`src/rtl/sef_pkg.sv`:
```
package sef_pkg;

    localparam int NUM_BITS = 32;

    localparam logic [7:0] LF_BYTE = 8'h0A;
    localparam logic [7:0] CR_BYTE = 8'h0D;
    localparam logic [3:0] ASCII_DIGIT_HI = 4'h3;

    localparam logic [1:0] KIND_RETRY   = 2'd0;
    localparam logic [1:0] KIND_ID      = 2'd1;
    localparam logic [1:0] KIND_EVENT   = 2'd2;
    localparam logic [1:0] KIND_MESSAGE = 2'd3;

    localparam logic [2:0] PFX_NONE  = 3'd0;
    localparam logic [2:0] PFX_RETRY = 3'd1;
    localparam logic [2:0] PFX_ID    = 3'd2;
    localparam logic [2:0] PFX_EVENT = 3'd3;
    localparam logic [2:0] PFX_DATA  = 3'd4;

    // Prefix strings, left aligned in a 7-character field.
    localparam logic [55:0] TXT_RETRY = "retry: ";
    localparam logic [55:0] TXT_ID    = {"id: ", 24'h0};
    localparam logic [55:0] TXT_EVENT = "event: ";
    localparam logic [55:0] TXT_DATA  = {"data: ", 8'h0};

    // Output plan for one input item: prefix, digits, text byte, then LFs.
    typedef struct packed {
        logic [2:0] prefix;
        logic       digits;
        logic       send_byte;
        logic [7:0] text;
        logic [1:0] lf_cnt;
    } t_plan;

    typedef struct packed {
        logic start;
        logic take;
    } t_bcd_ctl;

    typedef struct packed {
        logic avail;
        logic last;
    } t_bcd_stat;

    function automatic logic [2:0] prefix_len(input logic [2:0] code);
        logic [2:0] len;
        unique case (code)
            PFX_RETRY: len = 3'd7;
            PFX_ID:    len = 3'd4;
            PFX_EVENT: len = 3'd7;
            PFX_DATA:  len = 3'd6;
            default:   len = 3'd0;
        endcase
        return len;
    endfunction

    function automatic logic [7:0] prefix_char(input logic [2:0] code, input logic [2:0] idx);
        logic [55:0] txt;
        logic [55:0] shifted;
        unique case (code)
            PFX_RETRY: txt = TXT_RETRY;
            PFX_ID:    txt = TXT_ID;
            PFX_EVENT: txt = TXT_EVENT;
            PFX_DATA:  txt = TXT_DATA;
            default:   txt = '0;
        endcase
        shifted = txt << {idx, 3'b000};
        return shifted[55:48];
    endfunction

endpackage

```
`src/rtl/sef_bcd_unit.sv`:
```
module sef_bcd_unit #(
    parameter int MAX_DIGITS = 10
) (
    input  logic                i_clk,
    input  logic                i_rst_n,
    input  sef_pkg::t_bcd_ctl   i_ctl,
    input  logic [31:0]         i_number,
    output sef_pkg::t_bcd_stat  o_stat,
    output logic [3:0]          o_digit
);
    import sef_pkg::*;

    localparam int BCD_W     = 4 * MAX_DIGITS;
    localparam int CNT_W     = $clog2(MAX_DIGITS + 1);
    localparam int BIT_CNT_W = $clog2(NUM_BITS);

    localparam logic [1:0] B_IDLE = 2'd0;
    localparam logic [1:0] B_CONV = 2'd1;
    localparam logic [1:0] B_NORM = 2'd2;
    localparam logic [1:0] B_OUT  = 2'd3;

    logic [1:0]           r_state;
    logic [BCD_W-1:0]     r_bcd;
    logic [NUM_BITS-1:0]  r_bin;
    logic [BIT_CNT_W-1:0] r_bit;
    logic [CNT_W-1:0]     r_cnt;
    logic [BCD_W-1:0]     adj;
    logic [3:0]           top_digit;

    // Add three to every digit of five or more before the shift.
    always_comb begin
        for (int d = 0; d < MAX_DIGITS; d++) begin
            adj[4*d +: 4] = (r_bcd[4*d +: 4] >= 4'd5) ? r_bcd[4*d +: 4] + 4'd3
                                                      : r_bcd[4*d +: 4];
        end
    end

    assign top_digit     = r_bcd[BCD_W-1 -: 4];
    assign o_digit       = top_digit;
    assign o_stat.avail  = (r_state == B_OUT);
    assign o_stat.last   = (r_cnt == CNT_W'(1));

    always_ff @(posedge i_clk) begin
        if (!i_rst_n) begin
            r_state <= B_IDLE;
        end else begin
            unique case (r_state)
                B_IDLE: begin
                    if (i_ctl.start) begin
                        r_state <= B_CONV;
                    end
                end
                B_CONV: begin
                    if (r_bit == BIT_CNT_W'(NUM_BITS - 1)) begin
                        r_state <= B_NORM;
                    end
                end
                B_NORM: begin
                    if (top_digit != 4'd0 || r_cnt == CNT_W'(1)) begin
                        r_state <= B_OUT;
                    end
                end
                B_OUT: begin
                    if (i_ctl.take && r_cnt == CNT_W'(1)) begin
                        r_state <= B_IDLE;
                    end
                end
                default: r_state <= B_IDLE;
            endcase
        end
    end

    always_ff @(posedge i_clk) begin
        unique case (r_state)
            B_IDLE: begin
                if (i_ctl.start) begin
                    r_bin <= i_number;
                    r_bcd <= '0;
                    r_bit <= '0;
                end
            end
            B_CONV: begin
                r_bcd <= {adj[BCD_W-2:0], r_bin[NUM_BITS-1]};
                r_bin <= {r_bin[NUM_BITS-2:0], 1'b0};
                r_bit <= r_bit + BIT_CNT_W'(1);
                r_cnt <= CNT_W'(MAX_DIGITS);
            end
            B_NORM: begin
                // Drop leading zero digits one per cycle.
                if (top_digit == 4'd0 && r_cnt != CNT_W'(1)) begin
                    r_bcd <= {r_bcd[BCD_W-5:0], 4'd0};
                    r_cnt <= r_cnt - CNT_W'(1);
                end
            end
            B_OUT: begin
                if (i_ctl.take) begin
                    r_bcd <= {r_bcd[BCD_W-5:0], 4'd0};
                    r_cnt <= r_cnt - CNT_W'(1);
                end
            end
            default: ;
        endcase
    end

endmodule

```
`src/rtl/sse_event_text_framer_top.sv`:
```
// Channel   Direction  Handshake                   Payload
// in        input      i_in_valid / o_in_ready     i_kind i_number i_text_byte
//                                                  i_has_byte i_last_byte
// out       output     o_out_valid / i_out_ready   o_out_byte o_run_end
//
// One item is taken at a time; o_in_ready is high only while the sequencer is idle.
// A text item sends any prefix, its text byte, then any closing LFs.
// A retry or id item with a non-zero number starts the binary to decimal conversion and
// sends its prefix; once leading zeros are stripped it sends each digit, then one LF.
// An item that gives no bytes leaves the block ready again in the next cycle.
// Reset is synchronous and active low; a stalled output holds the sequencer.
module sse_event_text_framer_top #(
    parameter int MAX_DIGITS = 10
) (
    input  logic        i_clk,
    input  logic        i_rst_n,
    input  logic        i_in_valid,
    output logic        o_in_ready,
    input  logic [1:0]  i_kind,
    input  logic [31:0] i_number,
    input  logic [7:0]  i_text_byte,
    input  logic        i_has_byte,
    input  logic        i_last_byte,
    output logic        o_out_valid,
    input  logic        i_out_ready,
    output logic [7:0]  o_out_byte,
    output logic        o_run_end
);
    import sef_pkg::*;

    localparam logic [2:0] S_IDLE = 3'd0;
    localparam logic [2:0] S_PFX  = 3'd1;
    localparam logic [2:0] S_DIG  = 3'd2;
    localparam logic [2:0] S_BYTE = 3'd3;
    localparam logic [2:0] S_LF   = 3'd4;

    logic       r_event_open, n_event_open;
    logic       r_message_open, n_message_open;
    logic       r_line_open, n_line_open;
    logic       r_pending_cr, n_pending_cr;
    logic [2:0] r_state;
    logic [2:0] n_state;
    t_plan      r_plan;
    logic [2:0] r_idx;
    logic [1:0] r_lf;
    logic       r_out_valid;
    logic [7:0] r_out_byte;
    logic       r_run_end;

    t_plan      plan;
    logic       lo, pc, closing, is_brk;
    logic [2:0] first_state, after_pfx, after_dig, after_byte;
    logic       in_fire, slot_free, emit, fire;
    logic [7:0] emit_byte;
    t_bcd_ctl   bcd_ctl;
    t_bcd_stat  bcd_stat;
    logic [3:0] bcd_digit;

    assign o_in_ready  = (r_state == S_IDLE);
    assign in_fire     = i_in_valid & o_in_ready;
    assign o_out_valid = r_out_valid;
    assign o_out_byte  = r_out_byte;
    assign o_run_end   = r_run_end;

    // Work out what the item will send and the state it leaves.
    always_comb begin
        plan           = '0;
        plan.text      = i_text_byte;
        n_event_open   = r_event_open;
        n_message_open = r_message_open;
        n_line_open    = r_line_open;
        n_pending_cr   = r_pending_cr;
        lo             = r_message_open & r_line_open;
        pc             = r_message_open & r_pending_cr;
        closing        = i_last_byte | ~i_has_byte;
        is_brk         = (i_text_byte == CR_BYTE) || (i_text_byte == LF_BYTE);
        unique case (i_kind) inside
            KIND_RETRY, KIND_ID: begin
                n_event_open   = 1'b0;
                n_message_open = 1'b0;
                n_line_open    = 1'b0;
                n_pending_cr   = 1'b0;
                if (i_number != 32'd0) begin
                    plan.prefix = (i_kind == KIND_RETRY) ? PFX_RETRY : PFX_ID;
                    plan.digits = 1'b1;
                    plan.lf_cnt = 2'd1;
                end
            end
            KIND_EVENT: begin
                n_message_open = 1'b0;
                n_line_open    = 1'b0;
                n_pending_cr   = 1'b0;
                plan.prefix    = r_event_open ? PFX_NONE : PFX_EVENT;
                plan.send_byte = i_has_byte;
                if (closing) begin
                    plan.lf_cnt  = 2'd1;
                    n_event_open = 1'b0;
                end else begin
                    n_event_open = 1'b1;
                end
            end
            KIND_MESSAGE: begin
                n_event_open = 1'b0;
                if (i_has_byte) begin
                    if (pc && i_text_byte == LF_BYTE) begin
                        // The LF of a CR LF pair has already been answered.
                        pc = 1'b0;
                    end else if (is_brk) begin
                        if (!lo) begin
                            plan.prefix = PFX_DATA;
                        end
                        plan.lf_cnt = 2'd1;
                        lo          = 1'b0;
                        pc          = (i_text_byte == CR_BYTE);
                    end else begin
                        if (!lo) begin
                            plan.prefix = PFX_DATA;
                        end
                        plan.send_byte = 1'b1;
                        lo             = 1'b1;
                        pc             = 1'b0;
                    end
                end
                if (closing) begin
                    if (lo) begin
                        plan.lf_cnt = plan.lf_cnt + 2'd1;
                    end else if (!r_message_open && !i_has_byte) begin
                        plan.prefix = PFX_DATA;
                        plan.lf_cnt = plan.lf_cnt + 2'd1;
                    end
                    plan.lf_cnt    = plan.lf_cnt + 2'd1;
                    n_message_open = 1'b0;
                    n_line_open    = 1'b0;
                    n_pending_cr   = 1'b0;
                end else begin
                    n_message_open = 1'b1;
                    n_line_open    = lo;
                    n_pending_cr   = pc;
                end
            end
            default: ;
        endcase

        if (plan.prefix != PFX_NONE) begin
            first_state = S_PFX;
        end else if (plan.digits) begin
            first_state = S_DIG;
        end else if (plan.send_byte) begin
            first_state = S_BYTE;
        end else if (plan.lf_cnt != 2'd0) begin
            first_state = S_LF;
        end else begin
            first_state = S_IDLE;
        end
    end

    always_comb begin
        after_byte = (r_lf != 2'd0) ? S_LF : S_IDLE;
        after_dig  = r_plan.send_byte ? S_BYTE : after_byte;
        if (r_plan.digits) begin
            after_pfx = S_DIG;
        end else if (r_plan.send_byte) begin
            after_pfx = S_BYTE;
        end else begin
            after_pfx = after_byte;
        end
    end

    // Byte sequencer: prefix characters, digits, text byte, closing LFs.
    always_comb begin
        slot_free = ~r_out_valid | i_out_ready;
        emit      = 1'b0;
        emit_byte = LF_BYTE;
        n_state   = r_state;
        unique case (r_state)
            S_IDLE: ;
            S_PFX: begin
                emit      = 1'b1;
                emit_byte = prefix_char(r_plan.prefix, r_idx);
                if (r_idx == prefix_len(r_plan.prefix) - 3'd1) begin
                    n_state = after_pfx;
                end
            end
            S_DIG: begin
                emit      = bcd_stat.avail;
                emit_byte = {ASCII_DIGIT_HI, bcd_digit};
                if (bcd_stat.last) begin
                    n_state = after_dig;
                end
            end
            S_BYTE: begin
                emit      = 1'b1;
                emit_byte = r_plan.text;
                n_state   = after_byte;
            end
            S_LF: begin
                emit      = 1'b1;
                emit_byte = LF_BYTE;
                if (r_lf == 2'd1) begin
                    n_state = S_IDLE;
                end
            end
            default: n_state = S_IDLE;
        endcase
        fire = emit & slot_free;
    end

    assign bcd_ctl.start = in_fire & plan.digits;
    assign bcd_ctl.take  = fire & (r_state == S_DIG);

    sef_bcd_unit #(
        .MAX_DIGITS (MAX_DIGITS)
    ) u_bcd (
        .i_clk    (i_clk),
        .i_rst_n  (i_rst_n),
        .i_ctl    (bcd_ctl),
        .i_number (i_number),
        .o_stat   (bcd_stat),
        .o_digit  (bcd_digit)
    );

    always_ff @(posedge i_clk) begin
        if (!i_rst_n) begin
            r_state        <= S_IDLE;
            r_event_open   <= 1'b0;
            r_message_open <= 1'b0;
            r_line_open    <= 1'b0;
            r_pending_cr   <= 1'b0;
            r_out_valid    <= 1'b0;
        end else begin
            if (in_fire) begin
                r_state        <= first_state;
                r_event_open   <= n_event_open;
                r_message_open <= n_message_open;
                r_line_open    <= n_line_open;
                r_pending_cr   <= n_pending_cr;
            end else if (fire) begin
                r_state <= n_state;
            end
            if (fire) begin
                r_out_valid <= 1'b1;
            end else if (i_out_ready) begin
                r_out_valid <= 1'b0;
            end
        end
    end

    always_ff @(posedge i_clk) begin
        if (in_fire) begin
            r_plan <= plan;
            r_lf   <= plan.lf_cnt;
            r_idx  <= '0;
        end else if (fire) begin
            r_idx <= (n_state == r_state) ? r_idx + 3'd1 : 3'd0;
            if (r_state == S_LF) begin
                r_lf <= r_lf - 2'd1;
            end
        end
        if (fire) begin
            r_out_byte <= emit_byte;
            r_run_end  <= (n_state == S_IDLE);
        end
    end

endmodule
```
`config.mk`:
```
export PLATFORM = sky130hd
export DESIGN_NAME = sse_event_text_framer_top
export DESIGN_NICKNAME = d
export VERILOG_FILES = /design/src/rtl/sef_pkg.sv /design/src/rtl/sef_bcd_unit.sv /design/src/rtl/sse_event_text_framer_top.sv
export SDC_FILE = /design/constraint.sdc
export NUM_CORES = 1
export LEC_CHECK = 0
export CAP_MARGIN = 20
export CELL_PAD_IN_SITES_DETAIL_PLACEMENT = 1
export CELL_PAD_IN_SITES_GLOBAL_PLACEMENT = 1
export CORE_MARGIN = 2
export CORE_UTILIZATION = 40
export CTS_BUF_LIST = sky130_fd_sc_hd__clkbuf_8
export DETAILED_ROUTE_END_ITERATION = 16
export DONT_BUFFER_PORTS = 1
export PLACE_DENSITY = 0.64
export SKIP_LAST_GASP = 1
export SYNTH_ARGS = -nofsm -noshare
export SYNTH_HDL_FRONTEND = slang
export SYNTH_SLANG_ARGS = --single-unit
```
`constraint.sdc`:
```
create_clock -name i_clk -period 6.7 [get_ports i_clk]
set_input_delay 0.67 -clock i_clk [delete_from_list [all_inputs] [get_ports i_clk]]
set_output_delay 0.67 -clock i_clk [all_outputs]
set_load 0.005 [all_outputs]
```
# == Word-level counts from Yosys, hierarchy flattened ==
# Cells that the tools add are included.
# W data, S select, Z words.
# totals
reg_bits,118
inputBits,48
elab_cells,213
# classes
n_addsub,17
n_lt_le_gt_ge,10
eq_ne,28
shifts,1
mux,91
bitwise_logic,10
reduce_logical,37
# ops
op,count
$pmux W55 S4,1
$pmux W40 S4,1
$mux W40,3
$mux W3,22
$pmux W32 S2,1
$mux W56,1
$shl A56 B6 Y56,1
$mux W4,11
$ge A4 B3 Y1 const B,10
$add A4 B2 Y4 const B,9
$mux W32,1
$reduce_bool A32 Y1,1
$mux W2,15
$pmux W8 S3,1
$mux W1,20
$pmux W3 S3,2
$eq A8 B4 Y1 const B,2
$reduce_bool A2 Y1,8
$pmux W3 S5,1
$eq A3 B2 Y1 const B,4
$pmux W1 S2,6
$pmux W4 S3,1
$ne A2 B1 Y1 const B,5
$pmux W5 S2,1
35 further kinds,66

# == Depth between registers and ports, before layout ==
# depth
word_depth,20
ltp_mapped,11

# == Modules after synthesis ==
# Synthesis repeated with hierarchy kept, for this count alone.
# unflattened
hier_cells,643
area_unflattened_um2,6951.7
# modules_own_cells
module,n_inst,cells_per_inst,area_per_inst_um2,seq_area_each_um2
sef_bcd_unit,1,374,4620.7,2472.4
sse_event_text_framer_top,1,269,2331.0,940.9

# == Least setup slack after synthesis ==
# OpenSTA, ideal clock, no wires.
# synth_path
path_kind,flip-flop to flip-flop
startpoint,reg r_state[0]
endpoint,"reg u_bcd.r_bin[0], enable pin"
arrival_time_ns,3.846
required_ns,6.217
slack_ns,2.371
path_stages_with_launch,7
synth_period_minus_slack_ns,4.329
path_cell_list,dfxtp_1 or2_1 nor2_1 nand2_1 clkinv_1 nand2_1 o21ai_0
# synth_between
elab_chain_cells,5
# synth_lines
element,line,text
"start, declared",sse_event_text_framer_top.sv:41,logic [2:0] r_state;
"start signal, assigned",sse_event_text_framer_top.sv:232,r_state <= first_state;
"start signal, assigned",sse_event_text_framer_top.sv:238,r_state <= n_state;
$logic_not A3 Y1,sse_event_text_framer_top.sv:59,assign o_in_ready = (r_state == S_IDLE);
named net o_in_ready,sse_event_text_framer_top.sv:18,"output logic o_in_ready,"
$and A1 B1 Y1,sse_event_text_framer_top.sv:60,assign in_fire = i_in_valid & o_in_ready;
named net in_fire,sse_event_text_framer_top.sv:53,"logic in_fire, slot_free, emit, fire;"
$and A1 B1 Y1,sse_event_text_framer_top.sv:208,assign bcd_ctl.start = in_fire & plan.digits;
$ne A2 B2 Y1 (no line),n/a,
$reduce_and A2 Y1 (no line),n/a,
"end signal, assigned",sef_bcd_unit.sv:77,r_bin <= i_number;
"end signal, assigned",sef_bcd_unit.sv:84,"r_bin <= {r_bin[NUM_BITS-2:0], 1'b0};"
"end, declared",sef_bcd_unit.sv:24,logic [NUM_BITS-1:0] r_bin;
# The timed path passes the listed nets, and every way through them passes these cells.
# A chain may end at the register's enable or synchronous reset.

# == Final worst setup path ==
# layout_path
startpoint,reg r_state[1]
endpoint,"reg u_bcd.r_bin[22], enable pin"
# The elaborated chain is that of the path after synthesis.

==> summary.md <==
| Metric | Value |
|---|---|
| Status | finished clean |
| Resized Gates After CTS | 0 |
| CTS root buffer | clkbuf_8 |
| Hold EP | r_plan[6] |
| Routability congestion estimate from global placement | 0.791 |
| Final HPWL DP | approximately 11000 µm |
| Worst-path cell chain | or2_1 > nor2_1 > nand2_1 > clkinv_1 > nand2_1 > o21ai_4 > buf_12 |
| Post-CTS setup buffers | 0 |
| Die span in x | 135 µm |
| Fin. Hold Viols | 0 |
| Slew headroom | 0.457 |
| CP arrival | ~3.4 ns |
| Slowest CP cell | dfxtp_1 |
| Register bit total from synthesis | approximately 120 |
| Fin Setup TNS | 0 ns |
| CTS buffer count | 17 |
| Met2 wire len | a little over 7000 µm |
| Fraction of layout cells with a size suffix above 1 | 0.122 |
| Final worst path period need | about 3.2 ns |
| Later-pin clock latency in the skew report | 0.43 ns |
| Synth async-reset ratio | 0 |
| Peak supply drop | 0.185 mV |
| Max layer used | met4 |
| TritonCTS clock tree | done |
| Buffers plus inverters on the worst setup path | 2 |
| Layout Skew | 0.00818 ns |
| Leading cell type in the layout, fill and taps excluded | edfxtp_1 |
| Cell area after synthesis | about 0.0068 mm² |
| Vias per cell | approximately 5.5 |
| Vias | 4926 |
| DRT antenna net count | 0 |
| # DRC | 0 |
| Worst-path clk slew | 0.08 ns |
| Endpoints failing setup | 0 |
| CP peak stage delay | 0.85 ns |
| Metal1 wirelength | 6870 µm |
| Met3 Wirelength | 701 µm |
| Slew at the pin closest to its max-slew limit | 0.812 ns |
| Commonest non-fill, non-tap cells in the layout | edfxtp_1 (105), nor2_1 (59), nand2_1 (58), o21ai_0 (58), a21oi_1 (55) |
| Clock Path Buffers | 2 |
| CP dominant cell by count | nand2_1 |
| Number of global-route vias before repair | ~5200 |
| DRT iter0 DRCs | about 220 |
| Fin crit share | 0.483 |
| Hold depth | 0 |
| Critical path startpoint | r_state[1] |
| Hold_sp | i_text_byte[4] |
| Sequential share of the synthesized area | 0.498 |
| RSZ-0062 raised after global routing | false |
| Die area | 0.0182 mm² |
| Drt wl/cell | 16.9 µm |
| Nets | 740 |
| Power Density | 423 mW/mm² |
| Core area | 0.0166 mm² |
| Reg2reg path depth | 7 |
| CP Capture Type | flip-flop |
| Net Count, Synth | 746 |
| Max cap viols | 0 |
| Initial Util | 0.412 |
| Primary FF master, synth | edfxtp_1 |
| Hold slack | 0.329 ns |
| Number of unique standard cell types used by synthesis | 70 |
| Power Total | 3.15 mW |
| Yosys warns | 0 |
| Initial antenna violation count | 0 |
| Leakage | 2.57 nW |
| Post-synth EDFFs | 105 |
| Wirelength, routed | 15100 µm |
| Critical path required time | about 6.9 ns |
| Die height | 135 µm |
| Slew Limit Fails | 0 |
| Grt ovf | 0 |
| Worst-path fanout max | 34 |
| Area delta synth->final | 8.62% |
| Crit Reg-Reg Endpoint | u_bcd.r_bin[22] |
| Mapped Cells | 664 |
| GRT Total Usage | 0.175 |
| Syn Area/Cell | between 10 and 15 µm² |
| Top-level I/O count | 59 |
| Worst min path class | input port to flip-flop |
| CP startpoint kind | flip-flop |
| Worst r2r src | r_state[1] |
| FP Rows | 47 |
| Crit path max-delay family | simple AND/OR/NAND/NOR gates |
| First-pass GRT wire length | 25300 µm |
| H-Tree Depth | 4 |
| # diodes | 0 |
| Highest Clock Rate | between 300 and 400 MHz |
| Hold_buf cts | 0 |
| Clock sink total | 118 |
| Largest net degree at the start of global routing | between 40 and 50 |
| R2R Setup Slk | 3.46 ns |
| Router iterations before antenna repair | 4 |
| Port Buffer Count | 0 |
| CP Class | flip-flop to flip-flop |
## cell type report
type                            instances  area (µm²)
Inverter                               44         165
Clock buffer                           17         234
Timing Repair Buffer                    4        42.5
Fill cell                            1826        9200
Multi-Input combinational cell        473        3170
Clock inverter                         15         144
Tap cell                              220         275
Sequential cell                       118        3410
## logic make-up (layout without fill, tap and decap cells)
family | Yosys count | after routing | synth area share
XOR/XNOR | 24 | 24 | 0.0338
adder cells (fa/ha/maj) | 34 | 34 | 0.0621
buffers and inverters | 73 | 80 | 0.0433
AO/OA/AOI/OAI | 175 | 175 | 0.159
AND/OR/NAND/NOR | 207 | 207 | 0.149
flip-flops | 118 | 118 | 0.498
multiplexers | 33 | 33 | 0.0539
## state kept, by name (all words and copies together) (netlist names), 2 cells and up
| name | flops |
|---|---|
| r_lf | 2 |
| u_bcd.r_state | 2 |
| r_idx | 3 |
| r_state | 3 |
| u_bcd.r_bin | 32 |
| u_bcd.r_bit | 5 |
| u_bcd.r_cnt | 4 |
| u_bcd.r_bcd | 40 |
| o_out_byte | 8 |
| r_plan | 13 |
## layer usage
layer  vias to the layer above  track usage
li1                       2406            -
met4                         0       0.0649
met1                      2404        0.218
met5                         -            0
met2                        94        0.294
met3                        22       0.0439
## synthesized netlist by cell type, types with 2 or more instances
cell type	number	area, µm²
and3_1	4	25.0
clkbuf_1	20	75.1
nor3b_1	15	113
xnor2_1	16	140
nand2b_1	19	119
o22ai_1	2	12.5
nor4_1	11	68.8
nand3_1	9	45.0
a22oi_1	3	22.5
o21ai_0	59	295
nand4_1	5	31.3
nand2_1	58	218
a311o_1	2	20.0
mux2_2	31	349
edfxtp_1	105	3150
nor2_1	61	229
mux2i_1	2	20.0
o22a_1	2	17.5
dfxtp_1	13	260
a211oi_1	4	30.0
a32oi_1	5	43.8
nor2b_1	9	56.3
o21ai_2	2	17.5
inv_1	42	158
ha_1	34	425
and2_1	3	18.8
a2bb2oi_2	2	30.0
xor2_1	6	52.6
nor3_1	4	20.0
o211ai_1	2	15.0
o21a_1	3	22.5
buf_6	2	22.5
a31oi_1	5	31.3
a21oi_1	55	275
buf_2	5	25.0
a2bb2oi_1	2	17.5
o31ai_1	9	67.6
## power by group
part	total, mW	internal (mW)	switching [mW]
Clock	0.626	0.300	0.326
Combinational	1.11	0.454	0.654
Sequential	1.42	1.16	0.257
Total	3.15	1.91	1.24
## metrics by stage
step	util	cells	worst slack, ns	instance area, µm²
floorplan	-	664	2.37	6850
global placement	0.423	858	3.25	7040
detailed placement	0.423	858	3.19	7040
CTS	0.446	890	3.16	7420
global route	0.447	891	3.18	7440
finish	0.447	891	3.46	7440
## worst reg2reg max path: stages, from the launching register on
cell and delay (ns):
dfxtp_1 0.85, or2_1 0.26, nor2_1 0.10, nand2_1 0.36, clkinv_1 0.71, nand2_1 0.38
o21ai_4 0.11, buf_12 0.21
## how the worst max path moves through the flow
stage,to,slack (ns),cells past startpoint
2_1_floorplan,u_bcd.r_bin[0],2.37,6
3_3_place_gp,u_bcd.r_bin[17],3.25,6
3_5_place_dp,u_bcd.r_bin[18],3.19,6
4_1_cts,u_bcd.r_bit[3],3.16,6
5_1_grt,u_bcd.r_bin[2],3.18,7
6_report,u_bcd.r_bin[22],3.46,7
(Power assumes the default switching activity.)
